### src/sv/acep_pkg.sv
// Shared types and constants of the ANSI CSI escape parser.
package acep_pkg;

   localparam int MAX_ARGS_DEF  = 16;
   localparam int ARG_WIDTH_DEF = 16;
   localparam int MAX_RESULTS   = 16;
   localparam int EMIT_W        = 4;
   localparam int SLOT_OUT_W    = 4;
   localparam int VALUE_OUT_W   = 16;

   localparam logic [7:0] ESC_BYTE     = 8'h1B;
   localparam logic [7:0] BRACKET_BYTE = 8'h5B;
   localparam logic [7:0] SEMI_BYTE    = 8'h3B;
   localparam logic [7:0] AT_BYTE      = 8'h40;
   localparam logic [7:0] FINAL_LO     = 8'h40;
   localparam logic [7:0] FINAL_HI     = 8'h7E;
   localparam logic [7:0] DIGIT_0      = 8'h30;
   localparam logic [7:0] DIGIT_9      = 8'h39;
   localparam logic [7:0] TAB_BYTE     = 8'h09;
   localparam logic [7:0] CR_BYTE      = 8'h0D;
   localparam logic [7:0] LF_BYTE      = 8'h0A;
   localparam logic [7:0] BS_BYTE      = 8'h08;
   localparam logic [7:0] BEL_BYTE     = 8'h07;

   typedef enum logic [3:0] {
      KIND_CONSUMED     = 4'd0,
      KIND_CHAR         = 4'd1,
      KIND_TAB          = 4'd2,
      KIND_CR           = 4'd3,
      KIND_NEWLINE      = 4'd4,
      KIND_CSI_ARG      = 4'd5,
      KIND_UNKNOWN_ESC  = 4'd6,
      KIND_ABORTED      = 4'd7,
      KIND_INSERT_BLANK = 4'd8
   } kind_type;

   typedef struct packed {
      kind_type                 kind;
      logic [7:0]               code;
      logic [SLOT_OUT_W-1:0]    slot;
      logic [VALUE_OUT_W-1:0]   value;
      logic                     last;
   } result_type;

endpackage

### src/sv/acep_parser.sv
// Input register, parser state, argument store and argument-run sequencer.
module acep_parser #(
   parameter int MAX_ARGS  = acep_pkg::MAX_ARGS_DEF,
   parameter int ARG_WIDTH = acep_pkg::ARG_WIDTH_DEF
) (
   input  logic                clock,
   input  logic                reset,
   input  logic                req_valid,
   output logic                req_ready,
   input  logic [7:0]          req_byte_in,
   input  logic                out_space,
   output logic                out_valid,
   output acep_pkg::result_type out_data
);

   localparam int SLOT_W = (MAX_ARGS > 1) ? $clog2(MAX_ARGS) : 1;
   localparam int CMP_W  = (SLOT_W > acep_pkg::EMIT_W) ? SLOT_W : acep_pkg::EMIT_W;
   localparam int MUL_W  = ARG_WIDTH + 4;
   localparam logic [SLOT_W-1:0] LAST_SLOT = SLOT_W'(MAX_ARGS - 1);
   localparam logic [acep_pkg::EMIT_W-1:0] LAST_EMIT =
      acep_pkg::EMIT_W'(acep_pkg::MAX_RESULTS - 1);

   logic                        in_valid_ff, in_valid_in;
   logic [7:0]                  in_byte_ff;
   logic                        in_escape_ff, in_escape_in;
   logic                        bracket_ff, bracket_in;
   logic [SLOT_W-1:0]           slot_ff, slot_in;
   logic [ARG_WIDTH-1:0]        cur_ff, cur_in;
   logic [MAX_ARGS-1:0]         arg_valid_ff, arg_valid_in;
   logic [ARG_WIDTH-1:0]        arg_ff [MAX_ARGS];
   logic [acep_pkg::EMIT_W-1:0] emit_idx_ff, emit_idx_in;

   logic                        fire, consume, wr_en;
   logic [7:0]                  b;
   logic                        is_digit, is_final;
   logic [MUL_W-1:0]            scaled;
   logic [ARG_WIDTH-1:0]        digit_acc;
   logic [CMP_W-1:0]            emit_ext, slot_ext;
   logic [SLOT_W-1:0]           rd_idx;
   logic                        emit_is_cur, emit_last;
   logic [ARG_WIDTH-1:0]        emit_value, arg0;
   acep_pkg::result_type        res;

   assign b        = in_byte_ff;
   assign fire     = in_valid_ff && out_space;
   assign consume  = fire && res.last;
   assign req_ready = !in_valid_ff || consume;
   assign out_valid = fire;
   assign out_data  = res;

   assign is_digit = (b >= acep_pkg::DIGIT_0) && (b <= acep_pkg::DIGIT_9);
   assign is_final = (b >= acep_pkg::FINAL_LO) && (b <= acep_pkg::FINAL_HI);

   assign scaled = MUL_W'({cur_ff, 3'b000}) + MUL_W'({cur_ff, 1'b0})
                 + MUL_W'(b - acep_pkg::DIGIT_0);
   assign digit_acc = (scaled > MUL_W'({ARG_WIDTH{1'b1}})) ? {ARG_WIDTH{1'b1}}
                                                          : scaled[ARG_WIDTH-1:0];

   assign emit_ext    = CMP_W'(emit_idx_ff);
   assign slot_ext    = CMP_W'(slot_ff);
   assign rd_idx      = emit_ext[SLOT_W-1:0];
   assign emit_is_cur = (emit_ext == slot_ext);
   assign emit_last   = emit_is_cur || (emit_idx_ff == LAST_EMIT);
   assign emit_value  = emit_is_cur ? cur_ff
                      : (arg_valid_ff[rd_idx] ? arg_ff[rd_idx] : '0);
   assign arg0        = (slot_ff == '0) ? cur_ff
                      : (arg_valid_ff[0] ? arg_ff[0] : '0);

   always_comb begin
      res.kind  = acep_pkg::KIND_CONSUMED;
      res.code  = '0;
      res.slot  = '0;
      res.value = '0;
      res.last  = 1'b1;
      in_escape_in = in_escape_ff;
      bracket_in   = bracket_ff;
      slot_in      = slot_ff;
      cur_in       = cur_ff;
      arg_valid_in = arg_valid_ff;
      wr_en        = 1'b0;
      if (b == acep_pkg::ESC_BYTE) begin
         in_escape_in = 1'b1;
         bracket_in   = 1'b0;
         slot_in      = '0;
         cur_in       = '0;
         arg_valid_in = '0;
      end else if (in_escape_ff && !bracket_ff) begin
         if (b == acep_pkg::BRACKET_BYTE) begin
            bracket_in = 1'b1;
         end else begin
            in_escape_in = 1'b0;
            res.kind     = acep_pkg::KIND_UNKNOWN_ESC;
            res.code     = b;
         end
      end else if (in_escape_ff) begin
         if (is_digit) begin
            cur_in = digit_acc;
         end else if (b == acep_pkg::SEMI_BYTE) begin
            if (slot_ff < LAST_SLOT) begin
               wr_en                 = 1'b1;
               arg_valid_in[slot_ff] = 1'b1;
               cur_in                = '0;
               slot_in               = slot_ff + 1'b1;
            end
         end else begin
            in_escape_in = 1'b0;
            bracket_in   = 1'b0;
            res.code     = b;
            if (!is_final) begin
               res.kind = acep_pkg::KIND_ABORTED;
            end else if (b == acep_pkg::AT_BYTE) begin
               res.kind  = acep_pkg::KIND_INSERT_BLANK;
               res.value = (arg0 != '0) ? acep_pkg::VALUE_OUT_W'(arg0)
                                        : acep_pkg::VALUE_OUT_W'(1);
            end else begin
               res.kind  = acep_pkg::KIND_CSI_ARG;
               res.slot  = emit_idx_ff;
               res.value = acep_pkg::VALUE_OUT_W'(emit_value);
               res.last  = emit_last;
            end
         end
      end else begin
         case (b)
            acep_pkg::TAB_BYTE: res.kind = acep_pkg::KIND_TAB;
            acep_pkg::CR_BYTE:  res.kind = acep_pkg::KIND_CR;
            acep_pkg::LF_BYTE:  res.kind = acep_pkg::KIND_NEWLINE;
            acep_pkg::BS_BYTE:  res.kind = acep_pkg::KIND_CONSUMED;
            acep_pkg::BEL_BYTE: res.kind = acep_pkg::KIND_CONSUMED;
            default: begin
               res.kind = acep_pkg::KIND_CHAR;
               res.code = b;
            end
         endcase
      end
   end

   always_comb begin
      if (consume) begin
         emit_idx_in = '0;
      end else if (fire) begin
         emit_idx_in = emit_idx_ff + 1'b1;
      end else begin
         emit_idx_in = emit_idx_ff;
      end
      if (req_valid && req_ready) begin
         in_valid_in = 1'b1;
      end else if (consume) begin
         in_valid_in = 1'b0;
      end else begin
         in_valid_in = in_valid_ff;
      end
   end

   always_ff @(posedge clock) begin
      if (reset) begin
         in_valid_ff  <= 1'b0;
         in_escape_ff <= 1'b0;
         bracket_ff   <= 1'b0;
         slot_ff      <= '0;
         cur_ff       <= '0;
         arg_valid_ff <= '0;
         emit_idx_ff  <= '0;
      end else begin
         in_valid_ff <= in_valid_in;
         emit_idx_ff <= emit_idx_in;
         if (consume) begin
            in_escape_ff <= in_escape_in;
            bracket_ff   <= bracket_in;
            slot_ff      <= slot_in;
            cur_ff       <= cur_in;
            arg_valid_ff <= arg_valid_in;
         end
      end
   end

   always_ff @(posedge clock) begin
      if (req_valid && req_ready) begin
         in_byte_ff <= req_byte_in;
      end
      if (consume && wr_en) begin
         arg_ff[slot_ff] <= cur_ff;
      end
   end

   a_burst_holds_item: assert property (@(posedge clock) disable iff (reset)
      (emit_idx_ff != '0) |-> in_valid_ff)
      else $error("Argument run in progress without a held item.");

   a_bracket_in_escape: assert property (@(posedge clock) disable iff (reset)
      bracket_ff |-> in_escape_ff)
      else $error("Bracket flag set outside an escape.");

   a_slot_bound: assert property (@(posedge clock) disable iff (reset)
      slot_ff <= LAST_SLOT)
      else $error("Argument slot beyond the last slot.");

   a_burst_steps: assert property (@(posedge clock) disable iff (reset)
      (fire && !res.last) |=> (emit_idx_ff == $past(emit_idx_ff) + 1'b1))
      else $error("Argument run index did not advance.");

endmodule

### src/sv/acep_out_buf.sv
// Two-entry result buffer that decouples the parser from the result channel.
module acep_out_buf (
   input  logic                 clock,
   input  logic                 reset,
   input  logic                 push_valid,
   input  acep_pkg::result_type push_data,
   output logic                 space,
   output logic                 rsp_valid,
   input  logic                 rsp_ready,
   output acep_pkg::result_type rsp_data
);

   logic                 main_valid_ff, main_valid_in;
   logic                 skid_valid_ff, skid_valid_in;
   acep_pkg::result_type main_ff;
   acep_pkg::result_type skid_ff;
   logic                 main_load, skid_load;

   assign space     = !skid_valid_ff;
   assign rsp_valid = main_valid_ff;
   assign rsp_data  = main_ff;

   always_comb begin
      main_valid_in = main_valid_ff;
      skid_valid_in = skid_valid_ff;
      main_load     = 1'b0;
      skid_load     = 1'b0;
      if (!main_valid_ff || rsp_ready) begin
         if (skid_valid_ff) begin
            main_valid_in = 1'b1;
            skid_valid_in = 1'b0;
         end else begin
            main_valid_in = push_valid;
            main_load     = push_valid;
         end
      end else if (push_valid && !skid_valid_ff) begin
         skid_valid_in = 1'b1;
         skid_load     = 1'b1;
      end
   end

   always_ff @(posedge clock) begin
      if (reset) begin
         main_valid_ff <= 1'b0;
         skid_valid_ff <= 1'b0;
      end else begin
         main_valid_ff <= main_valid_in;
         skid_valid_ff <= skid_valid_in;
      end
   end

   always_ff @(posedge clock) begin
      if (main_load) begin
         main_ff <= push_data;
      end else if ((!main_valid_ff || rsp_ready) && skid_valid_ff) begin
         main_ff <= skid_ff;
      end
      if (skid_load) begin
         skid_ff <= push_data;
      end
   end

   a_skid_behind_main: assert property (@(posedge clock) disable iff (reset)
      skid_valid_ff |-> main_valid_ff)
      else $error("Skid entry held while the output entry is empty.");

   a_no_push_when_full: assert property (@(posedge clock) disable iff (reset)
      skid_valid_ff |-> !push_valid)
      else $error("Item pushed into a full result buffer.");

   a_skid_drains: assert property (@(posedge clock) disable iff (reset)
      (skid_valid_ff && rsp_valid && rsp_ready) |=> (main_valid_ff && !skid_valid_ff))
      else $error("Skid entry not moved forward after a result was taken.");

endmodule

### src/sv/ansi_csi_escape_parser_top.sv
// Top level of the ANSI CSI escape parser.
//
// The req channel takes one byte of terminal output per item on req_byte_in.
// The rsp channel returns the classification results: kind, code, argument
// slot, argument value and a last flag that marks the final result of a byte.
// Every byte gives exactly one result, except a CSI final byte other than '@',
// which gives one result per collected argument (up to 16), slot 0 first.
// A byte goes into an input register when accepted. Bytes are taken at one per
// cycle while the output buffer has space and no argument run holds that
// register: a final byte with several arguments holds it while the run counter
// steps through the argument store, one result per cycle while there is space.
// A two-entry output buffer keeps req_ready independent of rsp_ready in the
// same cycle; when the receiver stalls, the buffer fills and req_ready drops
// after at most two further results. Synchronous reset clears the escape state
// and the argument valid flags, so no clearing pass over the store is needed.
module ansi_csi_escape_parser_top #(
   parameter int MAX_ARGS  = acep_pkg::MAX_ARGS_DEF,
   parameter int ARG_WIDTH = acep_pkg::ARG_WIDTH_DEF
) (
   input  logic        clock,
   input  logic        reset,
   input  logic        req_valid,
   output logic        req_ready,
   input  logic [7:0]  req_byte_in,
   output logic        rsp_valid,
   input  logic        rsp_ready,
   output logic [3:0]  rsp_kind,
   output logic [7:0]  rsp_code,
   output logic [3:0]  rsp_arg_slot,
   output logic [15:0] rsp_arg_value,
   output logic        rsp_last
);

   logic                 core_valid;
   logic                 core_space;
   acep_pkg::result_type core_data;
   acep_pkg::result_type rsp_data;

   acep_parser #(
      .MAX_ARGS  (MAX_ARGS),
      .ARG_WIDTH (ARG_WIDTH)
   ) u_parser (
      .clock       (clock),
      .reset       (reset),
      .req_valid   (req_valid),
      .req_ready   (req_ready),
      .req_byte_in (req_byte_in),
      .out_space   (core_space),
      .out_valid   (core_valid),
      .out_data    (core_data)
   );

   acep_out_buf u_out_buf (
      .clock      (clock),
      .reset      (reset),
      .push_valid (core_valid),
      .push_data  (core_data),
      .space      (core_space),
      .rsp_valid  (rsp_valid),
      .rsp_ready  (rsp_ready),
      .rsp_data   (rsp_data)
   );

   assign rsp_kind      = rsp_data.kind;
   assign rsp_code      = rsp_data.code;
   assign rsp_arg_slot  = rsp_data.slot;
   assign rsp_arg_value = rsp_data.value;
   assign rsp_last      = rsp_data.last;

endmodule

### config.mk
export PLATFORM = sky130hd
export DESIGN_NAME = ansi_csi_escape_parser_top
export DESIGN_NICKNAME = d
export VERILOG_FILES = /design/src/sv/acep_pkg.sv /design/src/sv/acep_parser.sv /design/src/sv/acep_out_buf.sv /design/src/sv/ansi_csi_escape_parser_top.sv
export SDC_FILE = /design/constraint.sdc
export NUM_CORES = 1
export LEC_CHECK = 0
export ABC_AREA = 1
export BUFFER_PORTS_ARGS = -buffer_cell sky130_fd_sc_hd__clkbuf_2
export CAP_MARGIN = 20
export CORE_ASPECT_RATIO = 0.8
export CORE_MARGIN = 2
export CORE_UTILIZATION = 65
export CTS_BUF_LIST = sky130_fd_sc_hd__clkbuf_16
export DETAILED_ROUTE_END_ITERATION = 12
export PLACE_DENSITY = 0.83
export SLEW_MARGIN = 20
export SYNTH_ARGS = -nofsm -noshare
export SYNTH_HDL_FRONTEND = slang
export SYNTH_SLANG_ARGS = --single-unit
### constraint.sdc
create_clock -name clock -period 8.8 [get_ports clock]
set_input_delay 1.76 -clock clock [delete_from_list [all_inputs] [get_ports clock]]
set_output_delay 1.76 -clock clock [all_outputs]
set_load 0.01 [all_outputs]
After elaboration in Yosys (flattened, before gate mapping). Memory sizes are Yosys's and may differ from the RTL's. A register that Yosys moved wholly into a read port is not among the register bits. Index checks and enable logic that the tools add are counted.

ROM bits: 0. Memory bits (writable): 256. Bits of input ports: 12. Memories kept: 1. Flip-flop bits (word level): 119. Latch bits: 0.

Memories: u_parser.arg_ff (words 16, bits a word 16, rd ports 2, clocked after Yosys merged registers in 1, write ports 1, RTL line acep_parser.sv:30) `logic [ARG_WIDTH-1:0] arg_ff [MAX_ARGS];`.

Divide/modulo/power cells: 0. Magnitude comparators: 9. Bitwise logic cells: 1. Add/sub/neg operators: 5. Reduce and logical (&&, ||, !) cells: 35. $mul: 0. Shifts and indexed selects: 0. Equal/unequal tests: 17. Mux-type cells: 75.

Operator list (number): 16-bit 2-to-1 mux (19); 33-bit 2-to-1 mux (5); 21-bit 2-to-1 mux (3); 4-bit 2-to-1 mux (11); 8-bit by 4-bit equality test with 1-bit output (second input constant) (4); 1-bit 2-to-1 mux (30); 12-bit 2-to-1 mux (2); 19-bit by 17-bit adder with 20-bit output (1); 20-bit adder (1); 20-bit by 16-bit > comparator with 1-bit output (second input constant) (1); 8-bit by 7-bit equality test with 1-bit output (second input constant) (2); 16-bit bitwise OR (1); 16-bit nonzero test (1); 3-bit case mux with 4 select lines (1); 11-bit 2-to-1 mux (1); 1-bit logical AND (10); 4-bit by 5-bit less-than comparator with 1-bit output (second input constant) (2); 5-bit AND reduction (2); 2-bit nonzero test (5); 3-bit nonzero test (3); 8-bit by 6-bit subtractor with 9-bit output (second input constant) (1); 4-bit by 1-bit adder with 4-bit output (second input constant) (2); 8-bit by 3-bit equality test with 1-bit output (second input constant) (1); 8-bit by 5-bit equality test with 1-bit output (second input constant) (1); other kinds (24) (32).

Logic depth before layout (Yosys ltp). Gate-level depths: netlist of run 1. An unclocked memory read counts as a cell.

Depth after elaboration: 16. Mapped depth: 20. Depth with buffers taken out: 19.

Modules after synthesis. From an unflattened synthesis of run 1, not the netlist that was laid out.

Cells, all modules: 1718. Area, all modules: 17551.8 um^2.

By module, submodules not included: acep_parser (area an instance 14981.9 um^2, seq. area each 8868.5 um^2, cells an instance 1531, instances 1); acep_out_buf (area an instance 2570.0 um^2, seq. area each 2021.9 um^2, cells an instance 187, instances 1).

Least setup slack after synthesis of run 1. OpenSTA, ideal clock, no wires.

Path kind: flip-flop to flip-flop. From: register u_parser.in_byte_ff[4] (netlist: u_parser.b[4]). To: register u_parser.cur_ff[10]. Clock period less this slack: 4089 ps. Cell stages (with the launch flop): 16. Data arrival time: 3957 ps. Slack: 4711 ps. Path through: edfxtp_1 -> ha_1 -> nor3_1 -> fa_1 -> ha_1 -> nand2_1 -> inv_1 -> a21oi_1 -> nor2_1 -> nor2_1 -> a21oi_1 -> nor2_1 -> buf_2 -> nand3_1 -> nand2_1 -> a21oi_1.

Longest elaborated chain between the ends: 10.

RTL lines: start, declared (RTL line acep_parser.sv:24) `logic [7:0] in_byte_ff;`; start signal, assigned (RTL line acep_parser.sv:178) `in_byte_ff <= req_byte_in;`; parallel branches: the longest is 10 deep, another holds 20-bit adder; end signal, assigned (RTL line acep_parser.sv:170) `cur_ff <= cur_in;`; end, declared (RTL line acep_parser.sv:28) `logic [ARG_WIDTH-1:0] cur_ff, cur_in;`.

Several ways; the timed one is not identified. The select of a mux whose other input is x is not followed. A chain may end at the register's enable or synchronous reset.

Final worst setup path of run 1.
From: register u_parser.slot_ff[2] (netlist: u_parser.slot_ext[2]). To: output req_ready.

Longest elaborated chain between the ends: 11.

RTL lines: start, declared (RTL line acep_parser.sv:27) `logic [SLOT_W-1:0] slot_ff, slot_in;`; start signal, assigned (RTL line acep_parser.sv:169) `slot_ff <= slot_in;`; 4-bit equality test (RTL line acep_parser.sv:62) `assign emit_is_cur = (emit_ext == slot_ext);`; 1-bit logical OR (RTL line acep_parser.sv:63) `assign emit_last = emit_is_cur || (emit_idx_ff == LAST_EMIT);`; 1-bit 2-to-1 mux (RTL line acep_parser.sv:111) `end else if (b == acep_pkg::AT_BYTE) begin`; 21-bit 2-to-1 mux (RTL line acep_parser.sv:109) `if (!is_final) begin`; 33-bit 2-to-1 mux (RTL line acep_parser.sv:98) `end else if (b == acep_pkg::SEMI_BYTE) begin`; 33-bit 2-to-1 mux (RTL line acep_parser.sv:96) `if (is_digit) begin`; 21-bit 2-to-1 mux (RTL line acep_parser.sv:95) `end else if (in_escape_ff) begin`; 21-bit 2-to-1 mux (RTL line acep_parser.sv:87) `end else if (in_escape_ff && !bracket_ff) begin`; 33-bit 2-to-1 mux (RTL line acep_parser.sv:81) `if (b == acep_pkg::ESC_BYTE) begin`; 1-bit logical AND (RTL line acep_parser.sv:46) `assign consume = fire && res.last;`; 1-bit logical OR (RTL line acep_parser.sv:47) `assign req_ready = !in_valid_ff || consume;`; end, declared (RTL line ansi_csi_escape_parser_top.sv:23) `output logic req_ready,`.

Every way passes these cells.

==> metrics, run 1 <==
status=finished clean; pin count of the biggest net entering global routing=98; Hold Vio Cnt, Final=0; Syn-to-layout area delta=10.1%; WL/cell=roughly 19 um; Avg Cell Area, Syn=about 10 sq um; Synth warnings=0; maxcap violations=0; Num CTS Buffers=38; Site Rows=54; DIE AREA=a little under 30000 sq um; share of layout cells above drive strength 1=8.81%; Worst-Skew Late Latency=between 500 and 600 ps; Initial Util=65.9%; post-DP HPWL=27.8 mm; Final nets=about 1.9k; hold buffers post-CTS=0; H-tree levels=2; CP peak stage delay=610 ps; Slew @ Worst Pin=roughly 1100 ps; cell family with most CP delay=simple AND/OR/NAND/NOR gates; CTS tree=built; Crit path arrival time=roughly 2900 ps; Max Freq=~210 MHz; synthesized area=approximately 18000 sq um; Pre-antenna DRT Iters=5; total power=~0.0037 W; post-synthesis async set-or-reset flop share=0%; Main synth FF type=edfxtp_1; antenna fix cells=0; cells resized by post-CTS repair=0; final WL=~43 mm; Setup TNS=0 ps; kind of end point of the critical path=output pin; PwrDens=between 150 and 200 nW/um^2; RSZ-0062 raised after global routing=false; fin crit period=between 4000 and 5000 ps; grt ovf=0; Post-synth EDFFs=330; worst path bufs/invs=2; Synth cell types=44; DRT iter0 DRCs=between 1.5k and 2k; Slowest cell on crit path=dfxtp_1; Cells after Synth=1803; Startpoint Class=flip-flop; Clock Skew=between 20 and 30 ps; vias in the first global route=12.6k; Final Cycle Share=a little over half; worst hold path class=reg2reg; Fillers=approximately 1.8k; critical path data required time=between 7000 and 8000 ps; Routed Antenna Nets=0; worst slack, placed=around 4200 ps; deepest clock path buffer count=3; initial antenna violation count=0; final worst slack=approximately 4000 ps; global-route wire length before repair=67.2 mm; Worst Path Class, Setup=reg2out; fin. max-slew vios=0; GRT Overall Usage=between 20% and 30%; Peak VDD IR=between 0.0001 and 0.00015 V; Slew HR=between 20 and 30%; vias=between 10k and 15k; total setup buffers inserted after CTS=0; quantity of I/O buffers inserted on ports=between 40 and 50; crit-path most repeated cell=nand2_1; Die X=190 um; Core Footprint=~27000 sq um; DRC errors left=0; Final setup viols=0; leakage power=~8 nW; vias per cell=5.90; critical-path cell list=xor2_1 -> nor2_1 -> nand2_1 -> nand3_1 -> nor2_2 -> nor2_8 -> inv_2 -> nand2_1 -> clkbuf_2; CTS root buf=clkbuf_16; DIE HEIGHT=between 150 and 200 um; Seq cells post-synth=between 300 and 400; clock sinks=around 380; Seq/Total Area, Yosys=about three fifths; gpl congestion=~0.90; clk slew on worst S/H paths=70 ps; Worst Path Max Fanout=19; Ports=47
final cells by class:
cell class	count	area (sq um)	area share [%]
Inverter	266	998	5.05
Clock inverter	26	151	0.766
Sequential cell	379	10900	55.2
Clock buffer	38	951	4.81
Tap cell	364	455	2.31
Multi-Input combinational cell	1087	5820	29.5
Timing Repair Buffer	76	475	2.41
cells in the mapped netlist (3+ instances only):
library cell	number	share of area (%)
o211ai_1	52	2.2
inv_2	6	0.13
a21oi_1	149	4.2
and2_1	11	0.38
nor3_1	31	0.86
nand4_1	6	0.21
fa_1	15	1.7
nand2_1	329	6.9
edfxtp_1	330	55
buf_1	11	0.23
clkbuf_1	52	1.1
o21ai_1	3	0.084
o21ai_0	144	4.0
nand3_1	148	4.1
dfxtp_1	49	5.5
nor2_1	85	1.8
xor2_1	14	0.68
nor2_4	3	0.19
xnor2_1	5	0.24
buf_2	17	0.47
nand3b_1	6	0.25
clkinv_1	3	0.063
o22ai_1	7	0.24
buf_4	4	0.17
nor4_1	3	0.10
inv_1	257	5.4
o21bai_1	4	0.17
mux2i_1	4	0.22
ha_1	29	2.0
nor2_2	5	0.17
where the power goes:
group	switching, W	leakage [nW]	internal (W)
registers	0.0000195	3.48	0.00195
logic	0.000150	3.85	0.0000662
clock network	0.000657	0.578	0.000812
total	0.000826	7.90	0.00283
cell families after synthesis:
family | Yosys count | synth area share [%]
AO/OA/AOI/OAI | 366 | 11.2
AND/OR/NAND/NOR | 638 | 15.6
other | 1 | 0.0209
buffers and inverters | 352 | 7.65
XOR/XNOR | 19 | 0.927
flip-flops | 379 | 60.7
adder cells (fa/ha/maj) | 44 | 3.70
multiplexers | 4 | 0.223
cell usage in the layout (no fill, tap or decap), types with 14 or more instances in the layout:
cell	n
xor2_1	14
conb_1	16
clkbuf_2	46
fa_1	15
dfxtp_1	47
clkbuf_16	38
a21oi_1	149
nand2_1	329
nand3_1	148
nor2_1	82
buf_4	29
ha_1	29
inv_1	267
o21ai_0	144
nor3_1	19
edfxtp_1	330
o211ai_1	52
worst reg2reg max path, cell delays in order, from the launching register on:
cell      delay (ps)
edfxtp_1         470
ha_1             330
nor3_2           820
fa_1             580
ha_1             370
nand2_1           90
nor2_1           160
nand3_1          110
nand3_1          190
nand2_1          100
nand3_1           80
nand2_1           50
nor2_1           720
nand3_1          200
nand2_1          110
a21oi_1           60
through the flow:
step	cells	cell area (sq um)	hold slack, ps	util, %
floorplan	1818	18000	427	-
global placement	2171	18600	441	68.4
detailed placement	2172	18700	447	68.5
CTS	2236	19800	457	72.5
global route	2236	19800	470	72.5
finish	2236	19800	459	72.5
metal layers:
metal / track usage [%] / vias up / wire (um)
met5: 0 / - / 0
met4: 9.93 / 0 / 1260
met3: 6.15 / 100 / 4150
met2: 46.3 / 623 / 19500
met1: 43.0 / 6268 / 17800
li1: - / 6194 / -
state kept, by name, indices dropped and copies added, names as in the netlist, named ones only:
| register | count |
|---|---|
| u_parser.slot_ext | 4 |
| u_parser.in_escape_ff | 1 |
| u_parser.arg_valid_ff | 16 |
| u_parser.bracket_ff | 1 |
| u_parser.in_valid_ff | 1 |
| u_out_buf.skid_valid_ff | 1 |
| u_parser.b | 8 |
| u_parser.cur_ff | 16 |
| u_parser.arg_ff | 256 |
| u_out_buf.rsp_valid | 1 |
| u_parser.emit_ext | 4 |
| u_out_buf.skid_ff | 33 |
| u_out_buf.rsp_data | 33 |
worst paths after layout:
check / from / end / slack [ps] / cells past startpoint
hold / removal: u_parser.arg_valid_ff[6] / u_parser.arg_valid_ff[6] / 460 / 2
setup reg to reg: u_parser.b[4] / u_parser.cur_ff[10] / 4230 / 15
setup / recovery: u_parser.slot_ext[2] / req_ready / 4110 / 9
hold reg to reg: u_parser.arg_valid_ff[6] / u_parser.arg_valid_ff[6] / 460 / 2
Power figures use the tool's default switching activity.
==> run 2, diff against run 1 <==
- CORE_UTILIZATION: 65 -> 57
- PLACE_DENSITY: 0.83 -> 0.77
- clock period: 8.8 -> 4.1 ns (I/O delays scaled with it)
==> metrics, run 2 (same netlist as run 1, synthesis figures left out) <==
status=finished clean; leakage power=8.05 nW (+1.8%); Seq. cell area=10900 sq um (unchanged); critical path data required time=4500 ps (-2540 ps); Routed Antenna Nets=0 (unchanged); FF-to-FF setup slack=490 ps (-3740 ps); Slowest cell on crit path=edfxtp_1; antenna fix cells=0 (unchanged); final WL=43.2 mm (+1.2%); total setup buffers inserted after CTS=0 (unchanged); cell family with most CP delay=simple AND/OR/NAND/NOR gates; Die X=202 um (+6.6%); Critical R2R Launch=u_parser.b[4]; GRT Overall Usage=26.1% (-3.9 points); DIE HEIGHT=163 um (+6.6%); Ports=47 (unchanged); crit path from=u_parser.b[4]; clk slew on worst S/H paths=70 ps (about the same); Setup TNS=0 ps (unchanged); final core occ=64.3% (-8.2 points); H-tree levels=2 (unchanged); Hold Vio Cnt, Final=0 (unchanged); clock sinks=379 (unchanged); Worst R2R Path Depth=16 (+1); Inst Count DP=2250 (+3.6%); Slew @ Worst Pin=927 ps (-128 ps); fin. max-slew vios=0 (unchanged); hold-critical path depth=2 (unchanged); share of layout cells above drive strength 1=10.4% (+1.6 points); hold buffers post-CTS=0 (unchanged); Worst Path Class, Setup=reg2reg; Num CTS Buffers=37 (-2.6%); commonest non-fill, non-tap cell in the layout=edfxtp_1; Top Layer Used=met4; WL/cell=18.6 um (-2.4%); Final nets=1925 (+1.1%); Final setup viols=0 (unchanged); PwrDens=399 nW/um^2 (+120%); metal2 WL=19.7 mm (+1.2%); deepest clock path buffer count=3 (unchanged); Slew HR=38.2% (+8.9 points); worst slack, placed=345 ps (-3890 ps); pin count of the biggest net entering global routing=72 (-27%); DRC errors left=0 (unchanged); M1 wire length=18.5 mm (+4.2%); Clock Skew=14.6 ps (-12.8 ps); Initial Util=57.5% (-8.4 points); CP peak stage delay=470 ps (-140 ps); vias=13.2k (-0.099%); Fillers=2416 (+31%); Final Cycle Share=roughly 88%; RSZ-0062 raised after global routing=false; final non-filler cell total=2318 (+3.7%); maxcap violations=0 (unchanged); multi-input logic area=5830 sq um (about the same); Critical R2R Capture=u_parser.cur_ff[11]; DR WL met3=3.84 mm (-7.6%); gpl congestion=0.900 (-0.43%); DIE AREA=32900 sq um (+14%); worst hold path class=reg2reg; vias in the first global route=12.4k (-1.1%); CTS root buf=clkbuf_16; grt ovf=0 (unchanged); crit-path most repeated cell=nand2_1; Max Freq=roughly 280 MHz; commonest cells after routing, fill and taps aside=edfxtp_1, nand2_1, inv_1; DRT iter0 DRCs=1482 (-13%); kind of end point of the critical path=flip-flop; fin crit period=roughly 3600 ps; cells resized by post-CTS repair=0 (unchanged); Hold Path End=u_parser.arg_valid_ff[3]; Syn-to-layout area delta=11.9%; Most flops, register=u_parser.arg_ff; post-DP HPWL=28.6 mm (+2.6%); critical-path cell list=ha_1 -> nor3_2 -> buf_4 -> fa_1 -> ha_1 -> nand2_1 -> inv_1 -> nand2_1 -> o21ai_1 -> nand2_1 -> nand3_1 -> nand2_1 -> nor2_4 -> nand3_1 -> nand2_1 -> a21oi_1; Site Rows=58 (+7.4%); max reg flops=256 (unchanged); Startpoint Class=flip-flop; final worst slack=491 ps (-3620 ps); Peak VDD IR=0.000395 V (+160%); global-route wire length before repair=66.8 mm (-0.62%); worst path bufs/invs=2 (unchanged); Crit path arrival time=4010 ps (+1080 ps); Pre-antenna DRT Iters=6 (+1); Worst-Skew Late Latency=540 ps (about the same); initial antenna violation count=0 (unchanged); quantity of I/O buffers inserted on ports=46 (unchanged); Worst Path Max Fanout=16 (-3); min-delay src=u_parser.arg_valid_ff[3]; vias per cell=5.68 (-3.6%); Core Footprint=31200 sq um (+15%); CTS tree=built
==> run 2: cell count changes in the layout (fill, tap and decap cells not counted) <==
cell        change
inv_1           -5
clkinv_1        -2
clkbuf_16       +1
clkinv_2        +9
buf_16          -1
buf_4          +22
bufinv_16       +1
inv_16          +1
inv_4           -1
nor2_2          -1
clkinvlp_4      +2
buf_12          +1
nor2_4          +1
inv_6           -2
==> run 2: how the worst max path moves through the flow <==
stage,endpoint,slack [ps],cells past startpoint
floorplan,u_parser.cur_ff[10],10,15
global placement,u_parser.cur_ff[15],410,17
detailed placement,u_parser.cur_ff[11],340,16
CTS,u_parser.cur_ff[11],310,16
global route,u_parser.cur_ff[11],190,17
finish,u_parser.cur_ff[11],490,16
==> run 2: per-layer routing <==
layer | GRT usage [%] | up-vias
li1 | - | 6245
met1 | 37.7 | 6274
met2 | 40.7 | 578
met3 | 4.58 | 75
met4 | 7.96 | 0
met5 | 0 | -
==> run 2: metrics by stage <==
step           area, sq um  hold WS, ps  total power (W)
2_1_floorplan        18000          427          0.00463
3_3_place_gp         18900          438          0.00477
3_5_place_dp         18900          441          0.00478
4_1_cts              20100          449          0.00804
5_1_grt              20100          451          0.00825
6_report             20100          452          0.00802
==> run 2: area by class of cell <==
class | count | area share, %
multi-input cells | 1087 | 29.0
well taps | 420 | 2.62
repair buffers | 98 | 3.15
clock inverters | 29 | 1.05
flip-flops and latches | 379 | 54.3
inverters | 266 | 4.97
clock buffers | 39 | 4.86
==> run 2: worst min-delay path: cells and delay by family, from the launching register on <==
kind	cells	cell delay (ps)
flops	1	310
buf+inv	1	50
compound gates	1	50
==> run 2: power by group <==
group	switching [W]	internal, W	total (W)
registers	0.0000436	0.00419	0.00423
clock network	0.00145	0.00187	0.00331
logic	0.000321	0.000152	0.000473
